## src/rtl/rhcs_pkg.sv

```systemverilog
// ----------------------------------------------------------------------------
// rhcs_pkg
// Shared types and constants for the closest valid ray-hit selector.
// ----------------------------------------------------------------------------
package rhcs_pkg;

  localparam int COORD_W    = 24;
  localparam int NORMAL_W   = 16;
  localparam int DIST_W     = 2 * COORD_W + 2;
  localparam int CFG_IDX_W  = 3;
  localparam int CFG_DATA_W = COORD_W;

  typedef enum logic [CFG_IDX_W-1:0] {
    CFG_START_X = 3'd0,
    CFG_START_Y = 3'd1,
    CFG_START_Z = 3'd2,
    CFG_DIR_X   = 3'd3,
    CFG_DIR_Y   = 3'd4,
    CFG_DIR_Z   = 3'd5
  } cfg_idx_t;

  localparam logic signed [NORMAL_W-1:0] DIR_Y_RST = NORMAL_W'(-16384);

  typedef struct packed {
    logic signed [COORD_W-1:0]  start_x;
    logic signed [COORD_W-1:0]  start_y;
    logic signed [COORD_W-1:0]  start_z;
    logic signed [NORMAL_W-1:0] dir_x;
    logic signed [NORMAL_W-1:0] dir_y;
    logic signed [NORMAL_W-1:0] dir_z;
  } cfg_t;

  typedef struct packed {
    logic signed [COORD_W-1:0]  hit_x;
    logic signed [COORD_W-1:0]  hit_y;
    logic signed [COORD_W-1:0]  hit_z;
    logic signed [NORMAL_W-1:0] surf_nx;
    logic signed [NORMAL_W-1:0] surf_ny;
    logic signed [NORMAL_W-1:0] surf_nz;
    logic                       is_object_hit;
    logic                       has_point;
    logic                       has_normal;
    logic                       back_culled;
    logic                       front_culled;
    logic                       last_hit;
  } in_item_t;

  typedef struct packed {
    logic                       found;
    logic signed [COORD_W-1:0]  best_x;
    logic signed [COORD_W-1:0]  best_y;
    logic signed [COORD_W-1:0]  best_z;
    logic signed [NORMAL_W-1:0] best_nx;
    logic signed [NORMAL_W-1:0] best_ny;
    logic signed [NORMAL_W-1:0] best_nz;
  } out_item_t;

  // classified candidate handed from front to back
  typedef struct packed {
    logic                       ok;
    logic                       last_hit;
    logic signed [COORD_W-1:0]  x;
    logic signed [COORD_W-1:0]  y;
    logic signed [COORD_W-1:0]  z;
    logic signed [NORMAL_W-1:0] nx;
    logic signed [NORMAL_W-1:0] ny;
    logic signed [NORMAL_W-1:0] nz;
    logic [DIST_W-1:0]          range_sq;
  } cand_t;

endpackage

```

## src/rtl/rhcs_back.sv

```systemverilog
// ----------------------------------------------------------------------------
// rhcs_back
// Keeps the nearest accepted candidate of the running query and emits it
// on the last beat of the query.
// ----------------------------------------------------------------------------
module rhcs_back (
  input  logic                clk,
  input  logic                rst_n,
  input  logic                cand_empty,
  input  rhcs_pkg::cand_t     cand_data,
  output logic                cand_pop,
  input  logic                res_full,
  output logic                res_push,
  output rhcs_pkg::out_item_t res_data
);

  logic                                  have_best_r, have_best_nxt;
  logic [rhcs_pkg::DIST_W-1:0]           best_dist_r;
  logic signed [rhcs_pkg::COORD_W-1:0]   best_x_r, best_y_r, best_z_r;
  logic signed [rhcs_pkg::NORMAL_W-1:0]  best_nx_r, best_ny_r, best_nz_r;
  logic                                  upd, found;

  always_comb begin
    upd      = cand_data.ok && (!have_best_r || (cand_data.range_sq < best_dist_r));
    cand_pop = !cand_empty && (!cand_data.last_hit || !res_full);
    res_push = cand_pop && cand_data.last_hit;
    found    = have_best_r || upd;

    res_data.found   = found;
    res_data.best_x  = !found ? '0 : (upd ? cand_data.x  : best_x_r);
    res_data.best_y  = !found ? '0 : (upd ? cand_data.y  : best_y_r);
    res_data.best_z  = !found ? '0 : (upd ? cand_data.z  : best_z_r);
    res_data.best_nx = !found ? '0 : (upd ? cand_data.nx : best_nx_r);
    res_data.best_ny = !found ? '0 : (upd ? cand_data.ny : best_ny_r);
    res_data.best_nz = !found ? '0 : (upd ? cand_data.nz : best_nz_r);

    have_best_nxt = have_best_r;
    if (cand_pop) begin
      if (cand_data.last_hit) begin
        have_best_nxt = 1'b0;
      end else if (upd) begin
        have_best_nxt = 1'b1;
      end
    end
  end

  always_ff @(posedge clk) begin
    if (!rst_n) begin
      have_best_r <= 1'b0;
    end else begin
      have_best_r <= have_best_nxt;
    end
  end

  always_ff @(posedge clk) begin
    if (cand_pop && upd) begin
      best_dist_r <= cand_data.range_sq;
      best_x_r    <= cand_data.x;
      best_y_r    <= cand_data.y;
      best_z_r    <= cand_data.z;
      best_nx_r   <= cand_data.nx;
      best_ny_r   <= cand_data.ny;
      best_nz_r   <= cand_data.nz;
    end
  end

  a_clear_after_last: assert property (@(posedge clk) disable iff (!rst_n)
    res_push |=> !have_best_r)
    else $error("best not cleared after end of query");

  a_found_needs_best: assert property (@(posedge clk) disable iff (!rst_n)
    (res_push && !cand_data.ok) |-> (res_data.found == have_best_r))
    else $error("found flag mismatch on non-accepted last beat");

endmodule

```

## config.mk

```make
export PLATFORM = sky130hd
export DESIGN_NAME = rhcs_back
export DESIGN_NICKNAME = d
export VERILOG_FILES = /design/src/rtl/rhcs_pkg.sv /design/src/rtl/rhcs_back.sv
export SDC_FILE = /design/constraint.sdc
export NUM_CORES = 1
export LEC_CHECK = 0
export BUFFER_PORTS_ARGS = -buffer_cell sky130_fd_sc_hd__buf_2
export CAP_MARGIN = 20
export CORE_UTILIZATION = 45
export CTS_BUF_LIST = sky130_fd_sc_hd__clkbuf_4
export CTS_CLUSTER_SIZE = 40
export DETAILED_ROUTE_END_ITERATION = 8
export PLACE_DENSITY = 0.74
export SLEW_MARGIN = 5
export SYNTH_ARGS = -nofsm -noshare
export SYNTH_HDL_FRONTEND = slang
export SYNTH_SLANG_ARGS = --single-unit
```

## constraint.sdc

```tcl
create_clock -name clk -period 8.9 [get_ports clk]
set_input_delay 1.78 -clock clk [delete_from_list [all_inputs] [get_ports clk]]
set_output_delay 1.78 -clock clk [all_outputs]
set_load 0.02 [all_outputs]
```

==> summary.txt <==
Power
  • Pwr Density: between 150 and 200 nW/um^2
  • Max IR drop VDD: between 90 and 100 uV
  • Leakage power: around 4.1 nW

Drt
  • Via count: just under 6000
  • Vias/cell: ~5.6
  • Drt first pass iters: 9
  • Drc violations: 1
  • Wire per inst: approximately 18 um
  • Total Wirelength: approximately 19 mm
  • Final ANT Viol Nets: 0
  • Starting DRC count in detailed routing: ~460

Worst setup path
  • Critical Path AT: 4.92 ns
  • Critical path class: primary input to output pin
  • Crit-path max FO: 28
  • Max stage delay on crit path: 0.45 ns
  • CP max stage cell: or3_1
  • Worst path bufs/invs: 4
  • Critical path data required time: slightly above 7 ns
  • CP Cell Sequence: buf_2 > ha_1 > a21oi_1 > o21ai_1 > a211o_1 > o32a_1 > or3_1 > o21ai_4 > buf_16 > buf_4 > a32o_1 > buf_2
  • Cell mode on critical path: buf_2
  • Worst setup SP type: primary input
  • Nature of the critical path endpoint: output pin
  • Largest delay share family, worst path: compound AO/OA/AOI/OAI gates

CTS
  • CTS Buf Count: 17
  • Htree depth: 4
  • Total clock sinks: about 170
  • Clk slew on worst S/H paths: ~0.15 ns
  • Clock latency on the worst-skew pair: ~0.57 ns
  • Clock root buffer: clkbuf_4
  • Post-CTS Setup Bufs: 0
  • Post-CTS sizing: 0
  • Max clock buf depth: 2
  • Hold_buf cts: 0
  • TritonCTS clock tree: done

Yosys
  • Area leader, netlist: edfxtp_1
  • Share of the synthesized area in the top cell type: 0.647
  • Synthesis-stage register bit count: approximately 170
  • Synthesized area: 7890 um^2
  • Seq/Total Area, Yosys: 0.649
  • Synth Net Count: ~740
  • Post-synthesis adder-cell area fraction: 0.0777
  • Compound-Gate Fraction of Synth Area: 0.187
  • Largest family of logic cells by synthesized area: compound AO/OA/AOI/OAI gates
  • Distinct cell type count after synthesis: 33
  • XOR/XNOR share of the synthesized area: 0
  • Cell count after synthesis: approximately 520
  • Simple-Gate Fraction of Synth Area: 0.0271
  • Largest cells by area after synthesis: edfxtp_1, a32o_1, ha_1, inv_1, a21oi_1
  • Syn Area/Cell: 15.3 um^2
  • Multiplexer area fraction after synthesis: 0
  • YS warnings: 0

Finish
  • Layout area overhead: 23.9%
  • Non-Filler Instances: between 1000 and 1500
  • Final #Nets: 1027
  • Commonest non-fill, non-tap cells in the layout: buf_2, edfxtp_1, a32o_1
  • Share of layout cells above drive strength 1: 0.421
  • Register Area: between 5000 and 6000 um^2
  • Multi-input gate area: ~2300 um^2
  • Most common cell after layout, fill and taps aside: buf_2
  • # fillers: ~1400
  • Design Area, Final: around 9800 um^2

Outcome
  • Failing checks: DRC
  • Status: finished with violations

Global route
  • Largest net degree at the start of global routing: 101
  • GRT Util Overall: 0.208
  • First-pass GRT wire length: about 29 mm
  • Total gr overflow: 0
  • Initial antenna violation count: 3
  • Vias in the first global route: 5472

Place
  • Dpl hpwl: around 13 mm
  • Placed Instances: around 1000
  • Cell Area, Placed: ~9500 um^2
  • Port bufs: between 200 and 300
  • Routability congestion estimate: about 0.82

STA
  • TNS Setup: 0 ns
  • Final Hold Violating Endpoints: 0
  • Slew of the pin with the lowest slew margin: between 1 and 1.5 ns
  • Fmax: around 0.15 GHz
  • RSZ-0062 raised after global routing: false
  • Min Clock Period, post-route: around 6.7 ns
  • Final setup violation count: 0
  • Clock Skew: between 0.02 and 0.025 ns
  • Crit share post-route: 0.753
  • Relative slew slack: 0.286
  • Max Slew Vio Count: 0

Floorplanning
  • I/O pins: ~300
  • Die X: between 100 and 150 um
  • Placeable Area: ~17000 um^2
  • Die footprint: ~18000 um^2
  • Die H: roughly 130 um
  • # rows: between 40 and 50
  • Initial Utilization: 0.458

Worst hold path
  • Hold Path Class: flop to flop

Run
  • Max-cap violation count: 0
[sequential cells by signal (all words and copies together), names as in the netlist]
register,flops
best_dist_r,50
best_x_r,24
best_y_r,24
best_z_r,24
best_nx_r,16
best_ny_r,16
best_nz_r,16
have_best_r,1
[power by group]
group / switching, mW / total (mW) / internal, mW
Clock: 0.291 / 0.411 / 0.120
Combinational: 0.167 / 0.278 / 0.111
Sequential: 0.00865 / 0.932 / 0.924
Total: 0.467 / 1.62 / 1.15
[kinds of logic (layout without fill, tap and decap cells)]
kind of cell	Yosys count	in the layout
and+or+nand+nor	41	41
DFF	171	171
buffers and inverters	90	388
adders and majority gates	49	49
other	0	2
AOI/OAI and AO/OA	166	166
[worst reg2reg max path: stages (launching register included)]
cell,delay [ns]
edfxtp_1,0.41
inv_1,0.07
ha_1,0.24
a21oi_1,0.15
o21ai_1,0.13
a211o_1,0.29
o32a_1,0.28
or3_1,0.45
o21ai_4,0.41
buf_16,0.24
buf_12,0.23
and3_4,0.59
buf_4,0.57
[final timing paths]
path | from | endpoint | cells past startpoint | slack (ns)
hold reg to reg | have_best_r | have_best_r | 2 | 0.66
hold / removal | have_best_r | have_best_r | 2 | 0.66
setup reg to reg | best_dist_r[33] | best_dist_r[35] | 12 | 4.46
setup / recovery | cand_data[33] | res_data[24] | 12 | 2.20
[cell usage after synthesis, drive strengths merged]
cell type and n:
a2111oi 1, a211o 2, a21o 4, a21oi 25, a31oi 1, a32o 120
a41o 1, and2 1, and3 1, buf 25, clkbuf 16, dfxtp 1
edfxtp 170, ha 49, inv 49, nand2 9, nand2b 3, nand3 6
nand4 11, nor2 5, nor3 1, nor3b 1, nor4 1, o2111a 1
o21a 1, o21ai 9, o32a 1, or2 1, or3 1
[cell type report]
cell class              instances  area share
clock buffers                  18      0.0138
repair buffers                307       0.165
inverters                      49      0.0188
well taps                     225      0.0288
multi-input cells             256       0.237
flip-flops and latches        171       0.524
clock inverters                14      0.0114
diodes                          2    0.000512
[routing by layer]
layer  part of all wire  vias to the layer above  GRT usage
li1                   -                     2736          -
met1               0.41                     2775      0.269
met2               0.47                      294      0.325
met3              0.080                       45     0.0563
met4              0.031                        2     0.0993
met5            0.00047                        -          0
[metrics by stage]
stage                     worst slack, ns  total power, mW  hold slack, ns   util
after floorplan                     0.724             1.12           0.521      -
after global placement               1.90             1.22           0.657  0.551
after detailed placement             1.88             1.23           0.661  0.551
after CTS                            1.86             1.63           0.681  0.566
after global routing                 2.02             1.69           0.681  0.568
final                                2.20             1.62           0.656  0.568
(Power assumes the default switching activity.)
