==> src/rtl/rhcs_fifo.sv <==
// ----------------------------------------------------------------------------
// rhcs_fifo
// Small register-based queue, first word always visible on pop_data.
// ----------------------------------------------------------------------------
module rhcs_fifo #(
  parameter int WIDTH = 8,
  parameter int DEPTH = 4
) (
  input  logic             clk,
  input  logic             rst_n,
  input  logic             push,
  input  logic [WIDTH-1:0] push_data,
  input  logic             pop,
  output logic [WIDTH-1:0] pop_data,
  output logic             empty,
  output logic             full
);

  localparam int AW = (DEPTH > 1) ? $clog2(DEPTH) : 1;
  localparam int CW = $clog2(DEPTH + 1);

  logic [WIDTH-1:0] mem_r [DEPTH];
  logic [AW-1:0]    wr_ptr_r, wr_ptr_nxt;
  logic [AW-1:0]    rd_ptr_r, rd_ptr_nxt;
  logic [CW-1:0]    count_r, count_nxt;
  logic             do_push, do_pop;

  assign do_push  = push && !full;
  assign do_pop   = pop && !empty;
  assign empty    = (count_r == '0);
  assign full     = (count_r == CW'(DEPTH));
  assign pop_data = mem_r[rd_ptr_r];

  always_comb begin
    wr_ptr_nxt = wr_ptr_r;
    rd_ptr_nxt = rd_ptr_r;
    count_nxt  = count_r;
    if (do_push) begin
      wr_ptr_nxt = (wr_ptr_r == AW'(DEPTH - 1)) ? '0 : wr_ptr_r + 1'b1;
    end
    if (do_pop) begin
      rd_ptr_nxt = (rd_ptr_r == AW'(DEPTH - 1)) ? '0 : rd_ptr_r + 1'b1;
    end
    if (do_push && !do_pop) begin
      count_nxt = count_r + 1'b1;
    end else if (do_pop && !do_push) begin
      count_nxt = count_r - 1'b1;
    end
  end

  always_ff @(posedge clk) begin
    if (!rst_n) begin
      wr_ptr_r <= '0;
      rd_ptr_r <= '0;
      count_r  <= '0;
    end else begin
      wr_ptr_r <= wr_ptr_nxt;
      rd_ptr_r <= rd_ptr_nxt;
      count_r  <= count_nxt;
    end
  end

  always_ff @(posedge clk) begin
    if (do_push) begin
      mem_r[wr_ptr_r] <= push_data;
    end
  end

endmodule

==> config.mk <==
export PLATFORM = sky130hd
export DESIGN_NAME = rhcs_fifo
export DESIGN_NICKNAME = d
export VERILOG_FILES = /design/src/rtl/rhcs_fifo.sv
export SDC_FILE = /design/constraint.sdc
export NUM_CORES = 1
export LEC_CHECK = 0
export BUFFER_PORTS_ARGS = -buffer_cell sky130_fd_sc_hd__buf_2
export CELL_PAD_IN_SITES_DETAIL_PLACEMENT = 0
export CELL_PAD_IN_SITES_GLOBAL_PLACEMENT = 1
export CORE_MARGIN = 5
export CORE_UTILIZATION = 40
export CTS_CLUSTER_DIAMETER = 100
export DETAILED_ROUTE_END_ITERATION = 8
export GPL_TIMING_DRIVEN = 1
export HOLD_SLACK_MARGIN = 0.02
export PLACE_DENSITY_LB_ADDON = 0.1
export SLEW_MARGIN = 5
export SYNTH_ARGS = -nofsm -noshare
export SYNTH_HDL_FRONTEND = slang
export SYNTH_SLANG_ARGS = --single-unit
==> constraint.sdc <==
create_clock -name clk -period 5 [get_ports clk]
set_input_delay 0.75 -clock clk [delete_from_list [all_inputs] [get_ports clk]]
set_output_delay 0.75 -clock clk [all_outputs]
set_load 0.05 [all_outputs]
==> impl_metrics.json, run 1 <==
{
  "numPortBuffers": 21,
  "firstDrtPassIters": 2,
  "p_seq_frac": 0.424,
  "synth_cell_type_count": 23,
  "crit_arrival_ns": 1.76,
  "swShare": 0.331,
  "ant_nets": 0,
  "setup_tns_ns": 0,
  "drive_above_1_share": 0.322,
  "seq_area_frac_synth": 0.700,
  "dieArea_mm2": 0.00545,
  "grt_pass1_wl_um": 3910,
  "clock_sink_count": 41,
  "synth_seq_cells": 41,
  "synth_top_family_by_area": "multiplexers",
  "syn_to_final_growth_pct": 17.4,
  "nets": 136,
  "maxSlewHeadroom": 0.631,
  "skew_ns": 0.00818,
  "worst_slew_pin_slew_ns": 0.553,
  "worstSetupPathType": "reg2out",
  "synth_compound_area_frac": 0.0184,
  "drtIter0Drc": 36,
  "syn-num-nets": 112,
  "antenna_found_initial": 0,
  "grt_pass1_vias": 773,
  "period_share": 0.502,
  "synth_top_area_frac": 0.589,
  "slew_viol_final": 0,
  "clock_path_buffers": 2,
  "peakVddDrop_uv": 231,
  "clk_pin_slew_ns": 0.07,
  "p_comb_frac": 0.297,
  "synth_area_leader_cell": "edfxtp_1",
  "synth.cell_area_mm2": 0.00163,
  "fin_crit_ns": 2.51,
  "cell_internal_pwr_uw": 732,
  "min_path_cells": 2,
  "p_per_area_mw_per_mm2": 572,
  "p_sw_uw": 362,
  "pwr-share-clk": 0.278,
  "dieHeight_um": 73.8,
  "finalSetupViolCount": 0,
  "cts_root_buffer": "clkbuf_8",
  "dpl.hpwl_um": 1740,
  "routedWlPerCell_um": 14.7,
  "yosysWarnings": 0,
  "reg2reg_slack_ns": 2.65,
  "worst_ep_required_time_ns": 4.25,
  "cts-buffers-inserted": 5,
  "hold_class": "reg2reg",
  "synth_xor_xnor_area_share": 0.0107,
  "worstPathMaxFanout": 8,
  "hold_buffers": 0,
  "io_pins": 22,
  "layout_setup_ws_ns": 2.49,
  "final_cell_mix": "edfxtp_1, buf_2, dfxtp_1",
  "r2r_cells": 8,
  "grtUsageTotal": 0.102,
  "startpoint_type": "register",
  "antenna_cells": 0,
  "status": "complete, no violations",
  "muxShareOfSynthArea": 0.129,
  "gp_congestion": 0.726,
  "hold_viol_final": 0,
  "initial_core_util": 0.411,
  "synthAdderAreaFrac": 0.0583,
  "cts_setup_buffers": 0,
  "dpl_worst_slack_ns": 2.33,
  "final_common_cell": "edfxtp_1",
  "rsz0062_at_grt": "no",
  "die_x_um": 73.8,
  "core_mm2": 0.00397,
  "grt_overflow": 0,
  "synth_cells": 93,
  "cts_tree": "done",
  "cts_resized": 0,
  "clock.fmax_ghz": 0.398,
  "viasPerCell": 4.67,
  "dr_total_vias": 785,
  "drcViolationCount": 0,
  "cap_violations": 0,
  "endpoint_kind": "output port",
  "p_leak_nw": 0.700,
  "grt_max_degree": 14,
  "rows": 23,
  "synth.area.top_cells": "edfxtp_1, dfxtp_1, mux4_2",
  "wl_um": 2460,
  "h-tree-depth": 2,
  "clock_latency_ns": 0.29,
  "syn_avg_cell_area_um2": 17.5,
  "synth-simple-area-share": 0.0660
}
## cells by family after synthesis
| logic type | count (synthesis) |
|---|---|
| XOR/XNOR | 2 |
| multiplexers | 11 |
| buffers and inverters | 7 |
| flip-flops | 41 |
| adder cells (fa/ha/maj) | 7 |
| AO/OA/AOI/OAI | 5 |
| AND/OR/NAND/NOR | 20 |
## power groups by stage
| stage | registers [mW] | logic, mW | clock network [mW] |
|---|---|---|---|
| after floorplan | 0.447 | 0.287 | 0 |
| after global placement | 0.474 | 0.329 | 0 |
| after detailed placement | 0.475 | 0.330 | 0 |
| after CTS | 0.467 | 0.331 | 0.311 |
| after global routing | 0.474 | 0.349 | 0.333 |
| final | 0.464 | 0.325 | 0.304 |
## final cells by class
type	instances	area, µm²
clock buffer	5	68.8
inverter	3	11.3
multi-input combinational	45	460
clock inverter	3	65.1
timing repair buffer	21	105
fill	363	2060
tap	50	62.6
sequential	41	1140
## synthesized netlist by cell type
cell      number
or3_1          1
inv_1          3
ha_1           6
and2_1         5
edfxtp_1      32
xor2_1         1
fa_1           1
mux2i_1        3
nor2_1         2
clkbuf_1       1
nand2_1        6
xnor2_1        1
dfxtp_1        9
o31ai_1        1
mux4_2         8
a21boi_0       1
nor2b_1        2
nor3_1         1
o21ai_0        3
nor3b_2        1
buf_2          2
nand3_1        2
buf_1          1
## worst paths after layout
kind,to,startpoint
worst max-delay path,pop_data[7],register
worst min register to register,wr_ptr_r[0],wr_ptr_r[0]
worst min-delay path,wr_ptr_r[0],wr_ptr_r[0]
worst max register to register,count_r[2],count_r[0]
## layer usage
layer,GRT usage,up-vias,routed length (µm)
met2,0.158,17,1210
li1,-,393,-
met1,0.127,369,1070
met4,0.0423,0,40
met3,0.0410,6,140
met5,0,-,0
## flip-flops by register name (all words and copies together) (netlist names), named ones only
register and cells:
count_r 3, rd_ptr_r 2, wr_ptr_r 2, mem_r 32
## per-stage QoR
stage               cell area (µm²)  utilization  hold WS [ns]  instances  total power, mW
finish                         1910        0.482         0.520        168             1.09
global route                   1910        0.482         0.544        168             1.16
CTS                            1910        0.482         0.528        168             1.11
detailed placement             1780        0.448         0.511        160            0.805
global placement               1780        0.448         0.498        160            0.803
floorplan                      1630            -         0.468         93            0.734
## critical path, cell delays in order, from the launching register on
cell and delay, ns:
dfxtp_1 0.67, mux4_2 0.58, buf_2 0.23
(Power assumes the default switching activity.)
==> inputs of run 2 (changes only) <==
==> constraint.sdc (replaced) <==
create_clock -name clk -period 2.3 [get_ports clk]
set_input_delay 0.345 -clock clk [delete_from_list [all_inputs] [get_ports clk]]
set_output_delay 0.345 -clock clk [all_outputs]
set_load 0.05 [all_outputs]
==> run 2 against run 1 <==
- count of clock-buffer cells in the layout stayed put
- combinational power is 140% higher
- via count is 6.1% higher
- worst hold slack worse by 0.25 ns
- wire length is 0.73% higher
- register-to-register slack worse by 2.5 ns
- critical path depth is 5 higher
- non-clock buffer count is 3 higher
==> impl_metrics.json, run 2 (synthesis gave the netlist of run 1 again) <==
{
  "status": "complete, no violations",
  "post-layout-total-power_mw": 2.31,
  "hold_buffers": 0,
  "finish.utilization": 0.483,
  "final_cell_mix": "edfxtp_1, buf_2, dfxtp_1",
  "rows": 23,
  "largest_reg_flops": 32,
  "cts_root_buffer": "clkbuf_8",
  "hold_viol_final": 0,
  "maxSlewHeadroom": 0.676,
  "final_cells": 171,
  "routedWlPerCell_um": 14.5,
  "cts_setup_buffers": 0,
  "worst_ep_required_time_ns": 2.52,
  "grt_max_degree": 14,
  "cts-buffers-inserted": 5,
  "rsz0062_at_grt": "no",
  "antenna_cells": 0,
  "clk_pin_slew_ns": 0.07,
  "grt_overflow": 0,
  "viasPerCell": 4.87,
  "crit_family": "adder cells",
  "multi_input_area_um2": 467,
  "dpl.hpwl_um": 1730,
  "p_sw_uw": 804,
  "crit_chain": "o31ai_1 -> ha_1 -> inv_1 -> fa_1 -> xor2_1 -> or3_1 -> a21boi_0",
  "nets": 139,
  "drtIter0Drc": 75,
  "clock.fmax_ghz": 0.474,
  "worst_slew_pin_slew_ns": 0.487,
  "dieArea_mm2": 0.00545,
  "syn_to_final_growth_pct": 17.7,
  "initial_core_util": 0.411,
  "clock_path_buffers": 2,
  "wl_um": 2480,
  "final_common_cell": "edfxtp_1",
  "clock_sink_count": 41,
  "p_per_area_mw_per_mm2": 1200,
  "p_comb_frac": 0.335,
  "cts_tree": "done",
  "endpoint_kind": "register",
  "clock_latency_ns": 0.28,
  "io_pins": 22,
  "drcViolationCount": 0,
  "period_share": 0.917,
  "pwr-share-clk": 0.240,
  "firstDrtPassIters": 4,
  "num-fill-cells": 351,
  "grt_pass1_vias": 836,
  "grt_pass1_wl_um": 4000,
  "p_seq_frac": 0.425,
  "ant_nets": 0,
  "swShare": 0.348,
  "cts_resized": 0,
  "skew_ns": 0.00183,
  "cell_internal_pwr_mw": 1.51,
  "cap_violations": 0,
  "worstPathMaxFanout": 5,
  "antenna_found_initial": 0,
  "grtUsageTotal": 0.104,
  "layout_setup_ws_ns": 0.190,
  "numPortBuffers": 21,
  "dpl_worst_slack_ns": 0.212,
  "gp_congestion": 0.753,
  "h-tree-depth": 2,
  "finalSetupViolCount": 0,
  "slowest_delay_ns": 0.39,
  "peakVddDrop_uv": 582,
  "die_x_um": 73.8,
  "dpl.cell_count": 163,
  "worstSetupPathType": "reg2reg",
  "ff_latch_area_mm2": 0.00114,
  "critPathBufInv": 1,
  "core_mm2": 0.00397,
  "crit_arrival_ns": 2.33,
  "p_leak_nw": 0.698,
  "dieHeight_um": 73.8,
  "setup_tns_ns": 0,
  "slew_viol_final": 0,
  "regMostFlops": "mem_r",
  "top_regs": "mem_r: 32 flops, count_r: 3 flops",
  "startpoint_type": "register",
  "dr_total_vias": 833,
  "hold_class": "in2reg",
  "fin_crit_ns": 2.11,
  "drive_above_1_share": 0.331,
  "cpMaxStageDelayCell": "dfxtp_1"
}
run 2: metal layers:
layer	track usage	up-vias	wire length, µm
li1	-	401	-
met1	0.131	408	1080
met3	0.0465	6	144
met4	0.0483	0	50
met2	0.154	18	1210
met5	0	-	0
run 2: layout make-up:
type	count	share of cell area
Clock buffer	5	0.0359
Clock inverter	3	0.0215
Inverter	3	0.00587
Multi-Input combinational cell	45	0.243
Sequential cell	41	0.595
Tap cell	50	0.0326
Timing Repair Buffer	24	0.0665
run 2: path summary, 6_finish.rpt:
check        cells past startpoint          from     endpoint  slack [ns]
max                              7    count_r[0]   count_r[2]        0.19
min                              1  push_data[0]  mem_r[0][0]        0.27
max reg2reg                      7    count_r[0]   count_r[2]        0.19
min reg2reg                      2   wr_ptr_r[1]  wr_ptr_r[1]        0.50
run 2: power by group through the flow:
stage / clock (mW) / combinational, mW / sequential, mW
5_1_grt: 0.606 / 0.839 / 0.995
3_3_place_gp: 0 / 0.777 / 0.996
4_1_cts: 0.565 / 0.787 / 0.986
2_1_floorplan: 0 / 0.628 / 0.976
3_5_place_dp: 0 / 0.785 / 1.00
6_report: 0.554 / 0.774 / 0.982
run 2: metrics by stage:
step,cell area [µm²],hold WS [ns]
final,1920,0.269
after global routing,1920,0.247
after CTS,1920,0.258
after detailed placement,1810,0.492
after global placement,1810,0.484
after floorplan,1640,0.444
